**config.mk**
```make
export PLATFORM = sky130hd
export DESIGN_NAME = i2c_eeprom_master
export DESIGN_NICKNAME = d
export VERILOG_FILES = /design/src/hw/rtl/iem_pkg.sv /design/src/hw/rtl/i2c_eeprom_master.sv /design/src/hw/rtl/iem_front.sv /design/src/hw/rtl/iem_back.sv
export VERILOG_INCLUDE_DIRS = /design/src /design/src/hw/rtl
export SDC_FILE = /design/constraint.sdc
export NUM_CORES = 1
export LEC_CHECK = 0
export BUFFER_PORTS_ARGS = -buffer_cell sky130_fd_sc_hd__buf_2
export CORE_AREA = 2 2 122 124
export DETAILED_ROUTE_END_ITERATION = 7
export DIE_AREA = 0 0 124 126
export GPL_ROUTABILITY_DRIVEN = 0
export PLACE_DENSITY = 0.64
export SLEW_MARGIN = 20
export SYNTH_ARGS = -nofsm -noshare
export SYNTH_HDL_FRONTEND = slang
export SYNTH_SLANG_ARGS = --single-unit
```
**constraint.sdc**
```tcl
create_clock -name clk -period 3 [get_ports clk]
set_input_delay 0.6 -clock clk [delete_from_list [all_inputs] [get_ports clk]]
set_output_delay 0.6 -clock clk [all_outputs]
set_load 0.1 [all_outputs]
```
**src/hw/rtl/assert_macros.svh**
```systemverilog
// Assertion macros, included by the RTL top level.
`ifndef ASSERT_MACROS_SVH
`define ASSERT_MACROS_SVH
`ifndef SYNTHESIS
`define IEM_ASSERT(lbl, clk_s, rst_s, prop) \
    lbl: assert property (@(posedge clk_s) disable iff (!rst_s) prop) \
        else $error("assertion failed");
`define IEM_ASSERT_ALWAYS(lbl, clk_s, prop) \
    lbl: assert property (@(posedge clk_s) prop) \
        else $error("assertion failed");
`else
`define IEM_ASSERT(lbl, clk_s, rst_s, prop)
`define IEM_ASSERT_ALWAYS(lbl, clk_s, prop)
`endif
`endif

```
**src/hw/rtl/iem_pkg.sv**
```systemverilog
// Types and constants of the I2C EEPROM master.
package iem_pkg;

    localparam logic [1:0] OP_TICK  = 2'd0;
    localparam logic [1:0] OP_WRITE = 2'd1;
    localparam logic [1:0] OP_READ  = 2'd2;

    localparam logic [6:0] DEV_ADDR_RESET = 7'd80;
    localparam logic [3:0] BYTE_BITS      = 4'd8;

    // byte segments of a transaction
    localparam logic [1:0] SEG_DEV  = 2'd0;
    localparam logic [1:0] SEG_MEM  = 2'd1;
    localparam logic [1:0] SEG_DATA = 2'd2;
    localparam logic [1:0] SEG_TAIL = 2'd3;

    typedef enum logic [3:0] {
        SUB_IDLE   = 4'd0,
        SUB_START1 = 4'd1,
        SUB_START2 = 4'd2,
        SUB_TXL    = 4'd3,
        SUB_TXH    = 4'd4,
        SUB_ACKL   = 4'd5,
        SUB_ACKH   = 4'd6,
        SUB_RXL    = 4'd7,
        SUB_RXH    = 4'd8,
        SUB_NACKL  = 4'd9,
        SUB_NACKH  = 4'd10,
        SUB_STOP1  = 4'd11,
        SUB_STOP2  = 4'd12,
        SUB_STOP3  = 4'd13
    } sub_t;

    typedef enum logic [1:0] {
        KIND_TICK,
        KIND_WRITE,
        KIND_READ,
        KIND_NOP
    } kind_t;

    typedef struct packed {
        logic [1:0] op;
        logic [7:0] mem_address;
        logic [7:0] write_data;
        logic       sda_in;
    } in_item_t;

    typedef struct packed {
        logic       scl_level;
        logic       sda_release;
        logic       busy_res;
        logic       done_res;
        logic [7:0] read_data;
        logic       ack_missing;
    } out_item_t;

    typedef struct packed {
        kind_t      kind;
        logic [7:0] mem_address;
        logic [7:0] write_data;
        logic       sda_in;
    } cmd_t;

    typedef struct packed {
        logic       busy;
        logic       scl;
        logic       sda;
        logic [3:0] bit_count;
    } back_status_t;

endpackage

```
**src/hw/rtl/i2c_eeprom_master.sv**
```systemverilog
// Top level of the I2C EEPROM master: front queue, phase sequencer, result queue.
//
//   channel   | handshake          | payload
//   ----------+--------------------+---------------------
//   items in  | push / full        | item     (in_item_t)
//   results   | pop / empty        | res_item (out_item_t)
//   config    | cfg_we             | cfg_wdata (device address)
//
// One item per cycle sustained while the result queue has room; an item's result
// reaches the result ports through the front queue, then one sequencer step.
// The sequencer advances one bus phase per tick item it takes.
// Both queues hold two entries; a full result queue stalls the sequencer, which then
// lets the front queue fill and raise full.
// Reset: queues empty, bus lines released high, device address 80.
`include "assert_macros.svh"

module i2c_eeprom_master (
    input  logic               clk,
    input  logic               rst_n,
    input  logic               push,
    output logic               full,
    input  iem_pkg::in_item_t  item,
    output logic               empty,
    input  logic               pop,
    output iem_pkg::out_item_t res_item,
    input  logic               cfg_we,
    input  logic [6:0]         cfg_wdata
);

    logic [6:0]            device_address_reg;
    logic                  q_valid;
    logic                  q_pop;
    iem_pkg::cmd_t         q_item;
    iem_pkg::back_status_t status;

    always_ff @(posedge clk or negedge rst_n)
    begin
        if (!rst_n)
        begin
            device_address_reg <= iem_pkg::DEV_ADDR_RESET;
        end
        else if (cfg_we)
        begin
            device_address_reg <= cfg_wdata;
        end
    end

    iem_front u_front (
        .clk     (clk),
        .rst_n   (rst_n),
        .push    (push),
        .full    (full),
        .item    (item),
        .q_valid (q_valid),
        .q_pop   (q_pop),
        .q_item  (q_item)
    );

    iem_back u_back (
        .clk            (clk),
        .rst_n          (rst_n),
        .device_address (device_address_reg),
        .q_valid        (q_valid),
        .q_pop          (q_pop),
        .q_item         (q_item),
        .empty          (empty),
        .pop            (pop),
        .res_item       (res_item),
        .status         (status)
    );

    // idle sequencer leaves the bus released
    `IEM_ASSERT(a_idle_bus_free, clk, rst_n, !status.busy |-> (status.scl && status.sda))
    // a transfer in is always waiting for the sequencer next cycle
    `IEM_ASSERT(a_push_lands, clk, rst_n, (push && !full) |=> q_valid)
    // bit counter never passes one byte
    `IEM_ASSERT(a_bit_count, clk, rst_n, status.bit_count <= iem_pkg::BYTE_BITS)
    // the address only changes on a write
    `IEM_ASSERT(a_cfg_hold, clk, rst_n, !cfg_we |=> $stable(device_address_reg))

endmodule

```
**src/hw/rtl/iem_front.sv**
```systemverilog
// Front end: classifies incoming items and holds them in a two-entry queue.
module iem_front (
    input  logic               clk,
    input  logic               rst_n,
    input  logic               push,
    output logic               full,
    input  iem_pkg::in_item_t  item,
    output logic               q_valid,
    input  logic               q_pop,
    output iem_pkg::cmd_t      q_item
);

    iem_pkg::cmd_t entry_reg [2];
    logic          wr_ptr_reg;
    logic          rd_ptr_reg;
    logic [1:0]    count_reg;
    logic [1:0]    count_next;
    iem_pkg::cmd_t classified;
    logic          do_push;
    logic          do_pop;

    always_comb
    begin
        classified.mem_address = item.mem_address;
        classified.write_data  = item.write_data;
        classified.sda_in      = item.sda_in;
        case (item.op)
            iem_pkg::OP_TICK:  classified.kind = iem_pkg::KIND_TICK;
            iem_pkg::OP_WRITE: classified.kind = iem_pkg::KIND_WRITE;
            iem_pkg::OP_READ:  classified.kind = iem_pkg::KIND_READ;
            default:           classified.kind = iem_pkg::KIND_NOP;
        endcase
    end

    assign full    = (count_reg == 2'd2);
    assign q_valid = (count_reg != 2'd0);
    assign q_item  = entry_reg[rd_ptr_reg];
    assign do_push = push && !full;
    assign do_pop  = q_pop && q_valid;

    always_comb
    begin
        count_next = count_reg;
        if (do_push && !do_pop)
        begin
            count_next = count_reg + 2'd1;
        end
        else if (do_pop && !do_push)
        begin
            count_next = count_reg - 2'd1;
        end
    end

    always_ff @(posedge clk or negedge rst_n)
    begin
        if (!rst_n)
        begin
            wr_ptr_reg <= 1'b0;
            rd_ptr_reg <= 1'b0;
            count_reg  <= 2'd0;
        end
        else
        begin
            count_reg <= count_next;
            if (do_push)
            begin
                wr_ptr_reg <= !wr_ptr_reg;
            end
            if (do_pop)
            begin
                rd_ptr_reg <= !rd_ptr_reg;
            end
        end
    end

    always_ff @(posedge clk)
    begin
        if (do_push)
        begin
            entry_reg[wr_ptr_reg] <= classified;
        end
    end

endmodule

```
**src/hw/rtl/iem_back.sv**
```systemverilog
// Back end: bus phase sequencer and two-entry result queue.
module iem_back (
    input  logic                  clk,
    input  logic                  rst_n,
    input  logic [6:0]            device_address,
    input  logic                  q_valid,
    output logic                  q_pop,
    input  iem_pkg::cmd_t         q_item,
    output logic                  empty,
    input  logic                  pop,
    output iem_pkg::out_item_t    res_item,
    output iem_pkg::back_status_t status
);

    logic [1:0]    seg_reg,      seg_next;
    iem_pkg::sub_t sub_reg,      sub_next;
    logic [3:0]    bit_count_reg, bit_count_next;
    logic [7:0]    shift_reg,    shift_next;
    logic          is_read_reg,  is_read_next;
    logic [7:0]    saved_addr_reg, saved_addr_next;
    logic [7:0]    saved_data_reg, saved_data_next;
    logic [7:0]    received_reg, received_next;
    logic          ack_reg,      ack_next;
    logic          scl_reg,      scl_next;
    logic          sda_reg,      sda_next;
    logic          fin;
    logic          idle;
    logic [3:0]    bit_inc;
    logic [7:0]    rx_shift;

    iem_pkg::out_item_t res_entry_reg [2];
    iem_pkg::out_item_t result;
    logic               res_wr_reg;
    logic               res_rd_reg;
    logic [1:0]         res_count_reg;
    logic               step;
    logic               res_pop;

    assign idle     = (seg_reg == iem_pkg::SEG_DEV) && (sub_reg == iem_pkg::SUB_IDLE);
    assign bit_inc  = bit_count_reg + 4'd1;
    assign rx_shift = {shift_reg[6:0], q_item.sda_in};
    assign step     = q_valid && (res_count_reg != 2'd2);
    assign q_pop    = step;

    always_comb
    begin
        seg_next        = seg_reg;
        sub_next        = sub_reg;
        bit_count_next  = bit_count_reg;
        shift_next      = shift_reg;
        is_read_next    = is_read_reg;
        saved_addr_next = saved_addr_reg;
        saved_data_next = saved_data_reg;
        received_next   = received_reg;
        ack_next        = ack_reg;
        scl_next        = scl_reg;
        sda_next        = sda_reg;
        fin             = 1'b0;
        case (q_item.kind)
            iem_pkg::KIND_TICK:
            begin
                case (sub_reg)
                    iem_pkg::SUB_IDLE:
                    begin
                    end
                    iem_pkg::SUB_START1:
                    begin
                        scl_next = 1'b1;
                        sda_next = 1'b1;
                        sub_next = iem_pkg::SUB_START2;
                    end
                    iem_pkg::SUB_START2:
                    begin
                        sda_next       = 1'b0;
                        shift_next     = {device_address, seg_reg == iem_pkg::SEG_DATA};
                        bit_count_next = 4'd0;
                        sub_next       = iem_pkg::SUB_TXL;
                    end
                    iem_pkg::SUB_TXL:
                    begin
                        scl_next = 1'b0;
                        sda_next = shift_reg[7];
                        sub_next = iem_pkg::SUB_TXH;
                    end
                    iem_pkg::SUB_TXH:
                    begin
                        scl_next       = 1'b1;
                        shift_next     = {shift_reg[6:0], 1'b0};
                        bit_count_next = bit_inc;
                        sub_next       = (bit_inc >= iem_pkg::BYTE_BITS) ?
                                         iem_pkg::SUB_ACKL : iem_pkg::SUB_TXL;
                    end
                    iem_pkg::SUB_ACKL, iem_pkg::SUB_RXL, iem_pkg::SUB_NACKL:
                    begin
                        scl_next = 1'b0;
                        sda_next = 1'b1;
                        case (sub_reg)
                            iem_pkg::SUB_ACKL: sub_next = iem_pkg::SUB_ACKH;
                            iem_pkg::SUB_RXL:  sub_next = iem_pkg::SUB_RXH;
                            default:           sub_next = iem_pkg::SUB_NACKH;
                        endcase
                    end
                    iem_pkg::SUB_ACKH:
                    begin
                        scl_next = 1'b1;
                        // memory-address acknowledge of a read goes unchecked
                        if (!(is_read_reg && seg_reg == iem_pkg::SEG_MEM))
                        begin
                            ack_next = q_item.sda_in;
                        end
                        if (seg_reg == iem_pkg::SEG_DEV)
                        begin
                            shift_next     = saved_addr_reg;
                            bit_count_next = 4'd0;
                            seg_next       = iem_pkg::SEG_MEM;
                            sub_next       = iem_pkg::SUB_TXL;
                        end
                        else if (seg_reg == iem_pkg::SEG_MEM)
                        begin
                            seg_next = iem_pkg::SEG_DATA;
                            if (is_read_reg)
                            begin
                                sub_next = iem_pkg::SUB_START1;
                            end
                            else
                            begin
                                shift_next     = saved_data_reg;
                                bit_count_next = 4'd0;
                                sub_next       = iem_pkg::SUB_TXL;
                            end
                        end
                        else if (is_read_reg)
                        begin
                            shift_next     = 8'd0;
                            bit_count_next = 4'd0;
                            seg_next       = iem_pkg::SEG_TAIL;
                            sub_next       = iem_pkg::SUB_RXL;
                        end
                        else
                        begin
                            seg_next = iem_pkg::SEG_TAIL;
                            sub_next = iem_pkg::SUB_STOP1;
                        end
                    end
                    iem_pkg::SUB_RXH:
                    begin
                        scl_next       = 1'b1;
                        shift_next     = rx_shift;
                        bit_count_next = bit_inc;
                        if (bit_inc >= iem_pkg::BYTE_BITS)
                        begin
                            received_next = rx_shift;
                            sub_next      = iem_pkg::SUB_NACKL;
                        end
                        else
                        begin
                            sub_next = iem_pkg::SUB_RXL;
                        end
                    end
                    iem_pkg::SUB_NACKH:
                    begin
                        scl_next = 1'b1;
                        sda_next = 1'b1;
                        sub_next = iem_pkg::SUB_STOP1;
                    end
                    iem_pkg::SUB_STOP1:
                    begin
                        scl_next = 1'b0;
                        sda_next = 1'b0;
                        sub_next = iem_pkg::SUB_STOP2;
                    end
                    iem_pkg::SUB_STOP2:
                    begin
                        scl_next = 1'b1;
                        sda_next = 1'b0;
                        sub_next = iem_pkg::SUB_STOP3;
                    end
                    iem_pkg::SUB_STOP3:
                    begin
                        scl_next = 1'b1;
                        sda_next = 1'b1;
                        seg_next = iem_pkg::SEG_DEV;
                        sub_next = iem_pkg::SUB_IDLE;
                        fin      = 1'b1;
                    end
                    default:
                    begin
                        scl_next = 1'b1;
                        sda_next = 1'b1;
                        seg_next = iem_pkg::SEG_DEV;
                        sub_next = iem_pkg::SUB_IDLE;
                    end
                endcase
            end
            iem_pkg::KIND_WRITE, iem_pkg::KIND_READ:
            begin
                // commands while busy are dropped
                if (idle)
                begin
                    saved_addr_next = q_item.mem_address;
                    saved_data_next = q_item.write_data;
                    is_read_next    = (q_item.kind == iem_pkg::KIND_READ);
                    bit_count_next  = 4'd0;
                    seg_next        = iem_pkg::SEG_DEV;
                    sub_next        = iem_pkg::SUB_START1;
                end
            end
            default:
            begin
            end
        endcase
    end

    always_comb
    begin
        result.scl_level   = scl_next;
        result.sda_release = sda_next;
        result.busy_res    = !((seg_next == iem_pkg::SEG_DEV) &&
                               (sub_next == iem_pkg::SUB_IDLE));
        result.done_res    = fin;
        result.read_data   = received_next;
        result.ack_missing = ack_next;
    end

    always_ff @(posedge clk or negedge rst_n)
    begin
        if (!rst_n)
        begin
            seg_reg        <= iem_pkg::SEG_DEV;
            sub_reg        <= iem_pkg::SUB_IDLE;
            bit_count_reg  <= 4'd0;
            shift_reg      <= 8'd0;
            is_read_reg    <= 1'b0;
            saved_addr_reg <= 8'd0;
            saved_data_reg <= 8'd0;
            received_reg   <= 8'd0;
            ack_reg        <= 1'b0;
            scl_reg        <= 1'b1;
            sda_reg        <= 1'b1;
        end
        else if (step)
        begin
            seg_reg        <= seg_next;
            sub_reg        <= sub_next;
            bit_count_reg  <= bit_count_next;
            shift_reg      <= shift_next;
            is_read_reg    <= is_read_next;
            saved_addr_reg <= saved_addr_next;
            saved_data_reg <= saved_data_next;
            received_reg   <= received_next;
            ack_reg        <= ack_next;
            scl_reg        <= scl_next;
            sda_reg        <= sda_next;
        end
    end

    // result queue
    assign empty    = (res_count_reg == 2'd0);
    assign res_pop  = pop && !empty;
    assign res_item = res_entry_reg[res_rd_reg];

    always_ff @(posedge clk or negedge rst_n)
    begin
        if (!rst_n)
        begin
            res_wr_reg    <= 1'b0;
            res_rd_reg    <= 1'b0;
            res_count_reg <= 2'd0;
        end
        else
        begin
            if (step && !res_pop)
            begin
                res_count_reg <= res_count_reg + 2'd1;
            end
            else if (res_pop && !step)
            begin
                res_count_reg <= res_count_reg - 2'd1;
            end
            if (step)
            begin
                res_wr_reg <= !res_wr_reg;
            end
            if (res_pop)
            begin
                res_rd_reg <= !res_rd_reg;
            end
        end
    end

    always_ff @(posedge clk)
    begin
        if (step)
        begin
            res_entry_reg[res_wr_reg] <= result;
        end
    end

    assign status.busy      = !idle;
    assign status.scl       = scl_reg;
    assign status.sda       = sda_reg;
    assign status.bit_count = bit_count_reg;

endmodule

```
Word-level counts from Yosys, hierarchy flattened
Memories as Yosys holds them, arrays and structs flattened.
Index checks and enable logic that the tools add are counted.

cells by class
  add/sub/neg operators = 5
  order comparisons = 1
  equal/unequal tests = 27
  muxes and demuxes = 48
  reductions and logical operators = 45

operators by type and width
  operator                                             number
  2-to-1 mux 8 bit                                     7
  case mux 4 bit (11 select lines)                     1
  2-to-1 mux 4 bit                                     10
  case mux 8 bit (4 select lines)                      1
  equality test 4 bit, second input constant           6
  case mux 4 bit (2 select lines)                      3
  equality test 4 x 3 -> 1 bit, second input constant  4
  2-to-1 mux 2 bit                                     7
  2-to-1 mux 1 bit                                     12
  case mux 4 bit (3 select lines)                      1
  OR reduction 12 bit                                  1
  logical AND 1 bit                                    11
  logical NOT 1 bit                                    11
  logical NOT 2 bit                                    5
  equality test 2 bit, second input constant           4
  equality test 4 x 2 -> 1 bit, second input constant  2
  logical NOT 4 bit                                    2
  inequality test 4 bit, second input constant         2
  case mux 2 bit (2 select lines)                      2
  nonzero test 2 bit                                   4
  equality test 2 x 1 -> 1 bit, second input constant  3
  case mux 2 bit (3 select lines)                      1
  AND reduction 6 bit                                  1
  OR reduction 2 bit                                   3
  other kinds (19)                                     22

storage, ports and cells
  register bits after elaboration = 61
  memory bits (writable) = 64
  output and inout bits = 15
  word-level logic and storage cells = 146
  memories = 2

memory list
  name                  depth  bits a word  rd ports  clocked after memory_dff  wr ports  line             source
  u_front.entry_reg     2      19           1         0                         1         iem_front.sv:13  iem_pkg::cmd_t entry_reg [2];
  u_back.res_entry_reg  2      13           1         0                         1         iem_back.sv:31   iem_pkg::out_item_t res_entry_reg [2];

Logic depth before layout (Yosys ltp)
  depth after elaboration = 8
  mapped depth = 10

Cells and area by module
Synthesis repeated with hierarchy kept, for this count alone.

second synthesis, totals
  cells, all modules = 418
  area, all modules = 5826.8 um2

by module, submodules not included
  module             times used  cells an instance  area each (um2)
  iem_back           1           323                3940.0
  iem_front          1           80                 1592.8
  i2c_eeprom_master  1           15                 294.0

Worst setup path before layout
OpenSTA, ideal clock, no wires.

  path kind = reg2reg
  from = register u_front.rd_ptr_reg
  to = memory u_back.res_entry_reg[0][10] (netlist name) (data pin)
  data arrival time = 2.336 ns
  required time = 2.856 ns
  path slack = 0.520 ns
  cell stages (with the launch flop) = 10
  path buffers = 3
  cells stage by stage = dfrtp_1 buf_2 buf_2 mux2i_1 ha_1 buf_2 nor2b_1 o21ai_0 o221a_2 nand4_1

RTL lines
  element                 line             source
  from (decl)             iem_front.sv:15  logic rd_ptr_reg;
  from (signal assigned)  iem_front.sv:71  rd_ptr_reg <= !rd_ptr_reg;
  to (decl)               iem_back.sv:31

==> results.md <==
- Routed Antenna Nets: 0
- YS warnings: 0
- Io pins: 46
- Commonest non-fill, non-tap cell in the layout: edfxtp_1
- TritonCTS Sinks: 125
- Clock Skews: 0.00980 ns
- HP Class: input pin to asynchronous set/reset pin
- CTS tree: done
- Grt total ovfl: 0
- Setup tns final: 0 ns
- Clock Path Buffers: 2
- Synth Net Count: 465
- Hold Buf Count CTS: 0
- CP startpoint kind: flop
- Clock transition at path regs: 0.06 ns
- Psw: 0.00342 W
- Final nets: 511
- Setup WS pre-CTS: 0.565 ns
- Synth async-reset ratio: 0.488
- Leak pwr: 2.63 nW
- CTS Root Cell: clkbuf_16
- Cts repair resizes: 0
- Mapped Cells: 428
- Max VDD drop: 378 uV
- Sequential area share after synthesis: 0.617
- DRT iter0 DRCs: 279
- Die X: 124 um
- Flops & latches, synth: 125
- Highest clock rate: 0.408 GHz
- Leading cell types in the layout, fill and taps excluded: edfxtp_1, dfrtp_1, buf_2
- Global-route wire length before repair: 16.7 mm
- Drt via density: 5.17
- Post-CTS setup buffers: 0
- Crit Path Max Fanout: 14
- Largest register FFs: 38
- Number of global-route vias before repair: 3,393
- Max Cap Viol: 0
- CP arrival: 1.85 ns
- Die Ht: 126 um
- Via Count: 3,466
- Relative slew slack: 0.396
- Routed WL per cell: 15.3 um
- Worst reg2reg endpoint: u_back.shift_reg[3]
- Mapped cell area: 5590 um2
- DRC: 0
- Top cells by area, synth: edfxtp_1, dfrtp_1, mux2_2, mux2i_1, nor2_1
- Switch share: 0.420
- # fillers: 1,309
- Clock power frac: 0.255
- Share of layout cells above drive strength 1: 0.296
- Min cycle time layout: 2.45 ns
- Initial antenna violation count: 0
- Critical path class: flop to output pin
- Syn_area_per_cell: 13.1 um2
- Number of flops mapped to enable cells by yosys: 64
- Max-slew violations: 0
- Antenna cell count: 0
- Drt first pass iters: 5
- CTS H-tree lvls: 4
- Core area: 14,300 um2
- Crit end category: output pin
- Critical R2R Launch: u_front.rd_ptr_reg
- RSZ-0062 raised after global routing: false
- Fin crit share: 0.817
- Worst Tran Pin Value: 0.905 ns
- Gate power share: 0.391
- Dpl hpwl: 7.00 mm
- Cell-internal power: 0.00472 W
- Largest net degree at the start of global routing: 38
- Biggest area consumer among synthesized cells: edfxtp_1
- Synth-to-layout area growth: 17.8%
- Final hold violations: 0
- Share of the synthesized area in the top cell type: 0.344
- Total GRT Usage: 0.141
- Flop2flop setup slack: 0.56 ns
- Dominant synthesized flop cell: edfxtp_1
- Buffers on Ports: 45
- Setup slack after layout: 0.550 ns
- CP Data Required Time: 2.40 ns
- Final Setup Violations: 0
- Post-Route WL: 10.2 mm
- Pwr/cell area: 1240 nW/um2
- Total CTS buffers: 17
- Worst-skew pair later-pin latency: 0.42 ns
- Starting Density: 0.391
- Sequential power share: 0.354
- Register-to-Register Path Depth: 6
- Full die area: 15,600 um2
- Run status: completed
- Worst hold slack: 0.188 ns
- Site Rows: 44
- Netlist cell types: 64
routing by layer:
layer | vias to the layer above | wire (um) | track usage
met5 | - | 0 | 0
met4 | 0 | 243 | 0.0707
met3 | 19 | 531 | 0.0421
met2 | 106 | 4770 | 0.214
met1 | 1672 | 4700 | 0.184
li1 | 1669 | - | -
how the worst max path moves through the flow:
stage                       start                           to
3_5_place_dp   u_front.rd_ptr_reg          u_back.shift_reg[3]
2_1_floorplan  u_front.rd_ptr_reg  u_back.res_entry_reg[0][10]
4_1_cts         u_back.res_rd_reg                  res_item[5]
5_1_grt        u_front.rd_ptr_reg          u_back.shift_reg[2]
3_3_place_gp   u_front.rd_ptr_reg  u_back.res_entry_reg[0][10]
6_report        u_back.res_rd_reg                  res_item[7]
cell usage after synthesis, types with 7 or more instances:
cell	n
edfxtp_1	64
dfrtp_1	57
nor2_1	43
mux2_2	41
a21oi_1	32
mux2i_1	26
nand2_1	19
inv_1	13
o21ai_0	12
buf_2	10
a31oi_1	9
xnor2_1	8
a221oi_1	7
clkbuf_1	7
worst max-delay path, cell delays in order (launching register included):
cell and delay, ns:
dfrtp_1 0.73, mux2_2 0.40, buf_2 0.29
cell type report:
| class | count | area (um2) | area share |
|---|---|---|---|
| Sequential cell | 125 | 3450 | 0.524 |
| Multi-Input combinational cell | 266 | 1960 | 0.298 |
| Clock buffer | 20 | 500 | 0.0759 |
| Timing Repair Buffer | 50 | 275 | 0.0418 |
| Tap cell | 184 | 230 | 0.0349 |
| Clock inverter | 12 | 115 | 0.0175 |
| Inverter | 14 | 52.6 | 0.00797 |
power groups by stage:
| stage | clock network (W) | logic, W | registers [W] |
|---|---|---|---|
| after global placement | 0 | 0.00314 | 0.00289 |
| after global routing | 0.00219 | 0.00344 | 0.00296 |
| after CTS | 0.00212 | 0.00321 | 0.00289 |
| after detailed placement | 0 | 0.00319 | 0.00292 |
| final | 0.00207 | 0.00319 | 0.00288 |
| after floorplan | 0 | 0.00279 | 0.00271 |
kinds of logic (layout without fill, tap and decap cells):
kind of cell / after synthesis / in the layout / synth area share
adder cells (fa/ha/maj): 6 / 6 / 0.0134
multiplexers: 68 / 68 / 0.132
XOR/XNOR: 12 / 12 / 0.0188
buffers and inverters: 37 / 96 / 0.0318
AND/OR/NAND/NOR: 97 / 97 / 0.0879
AO/OA/AOI/OAI: 83 / 83 / 0.0991
flip-flops: 125 / 125 / 0.617
through the flow:
step	power (W)	utilization	cell area, um2	std cells
2_1_floorplan	0.00550	-	5590	428
4_1_cts	0.00822	0.460	6590	671
6_report	0.00814	0.460	6590	671
5_1_grt	0.00859	0.460	6590	671
3_3_place_gp	0.00604	0.417	5970	639
3_5_place_dp	0.00612	0.417	5970	639
(Power assumes the default switching activity.)
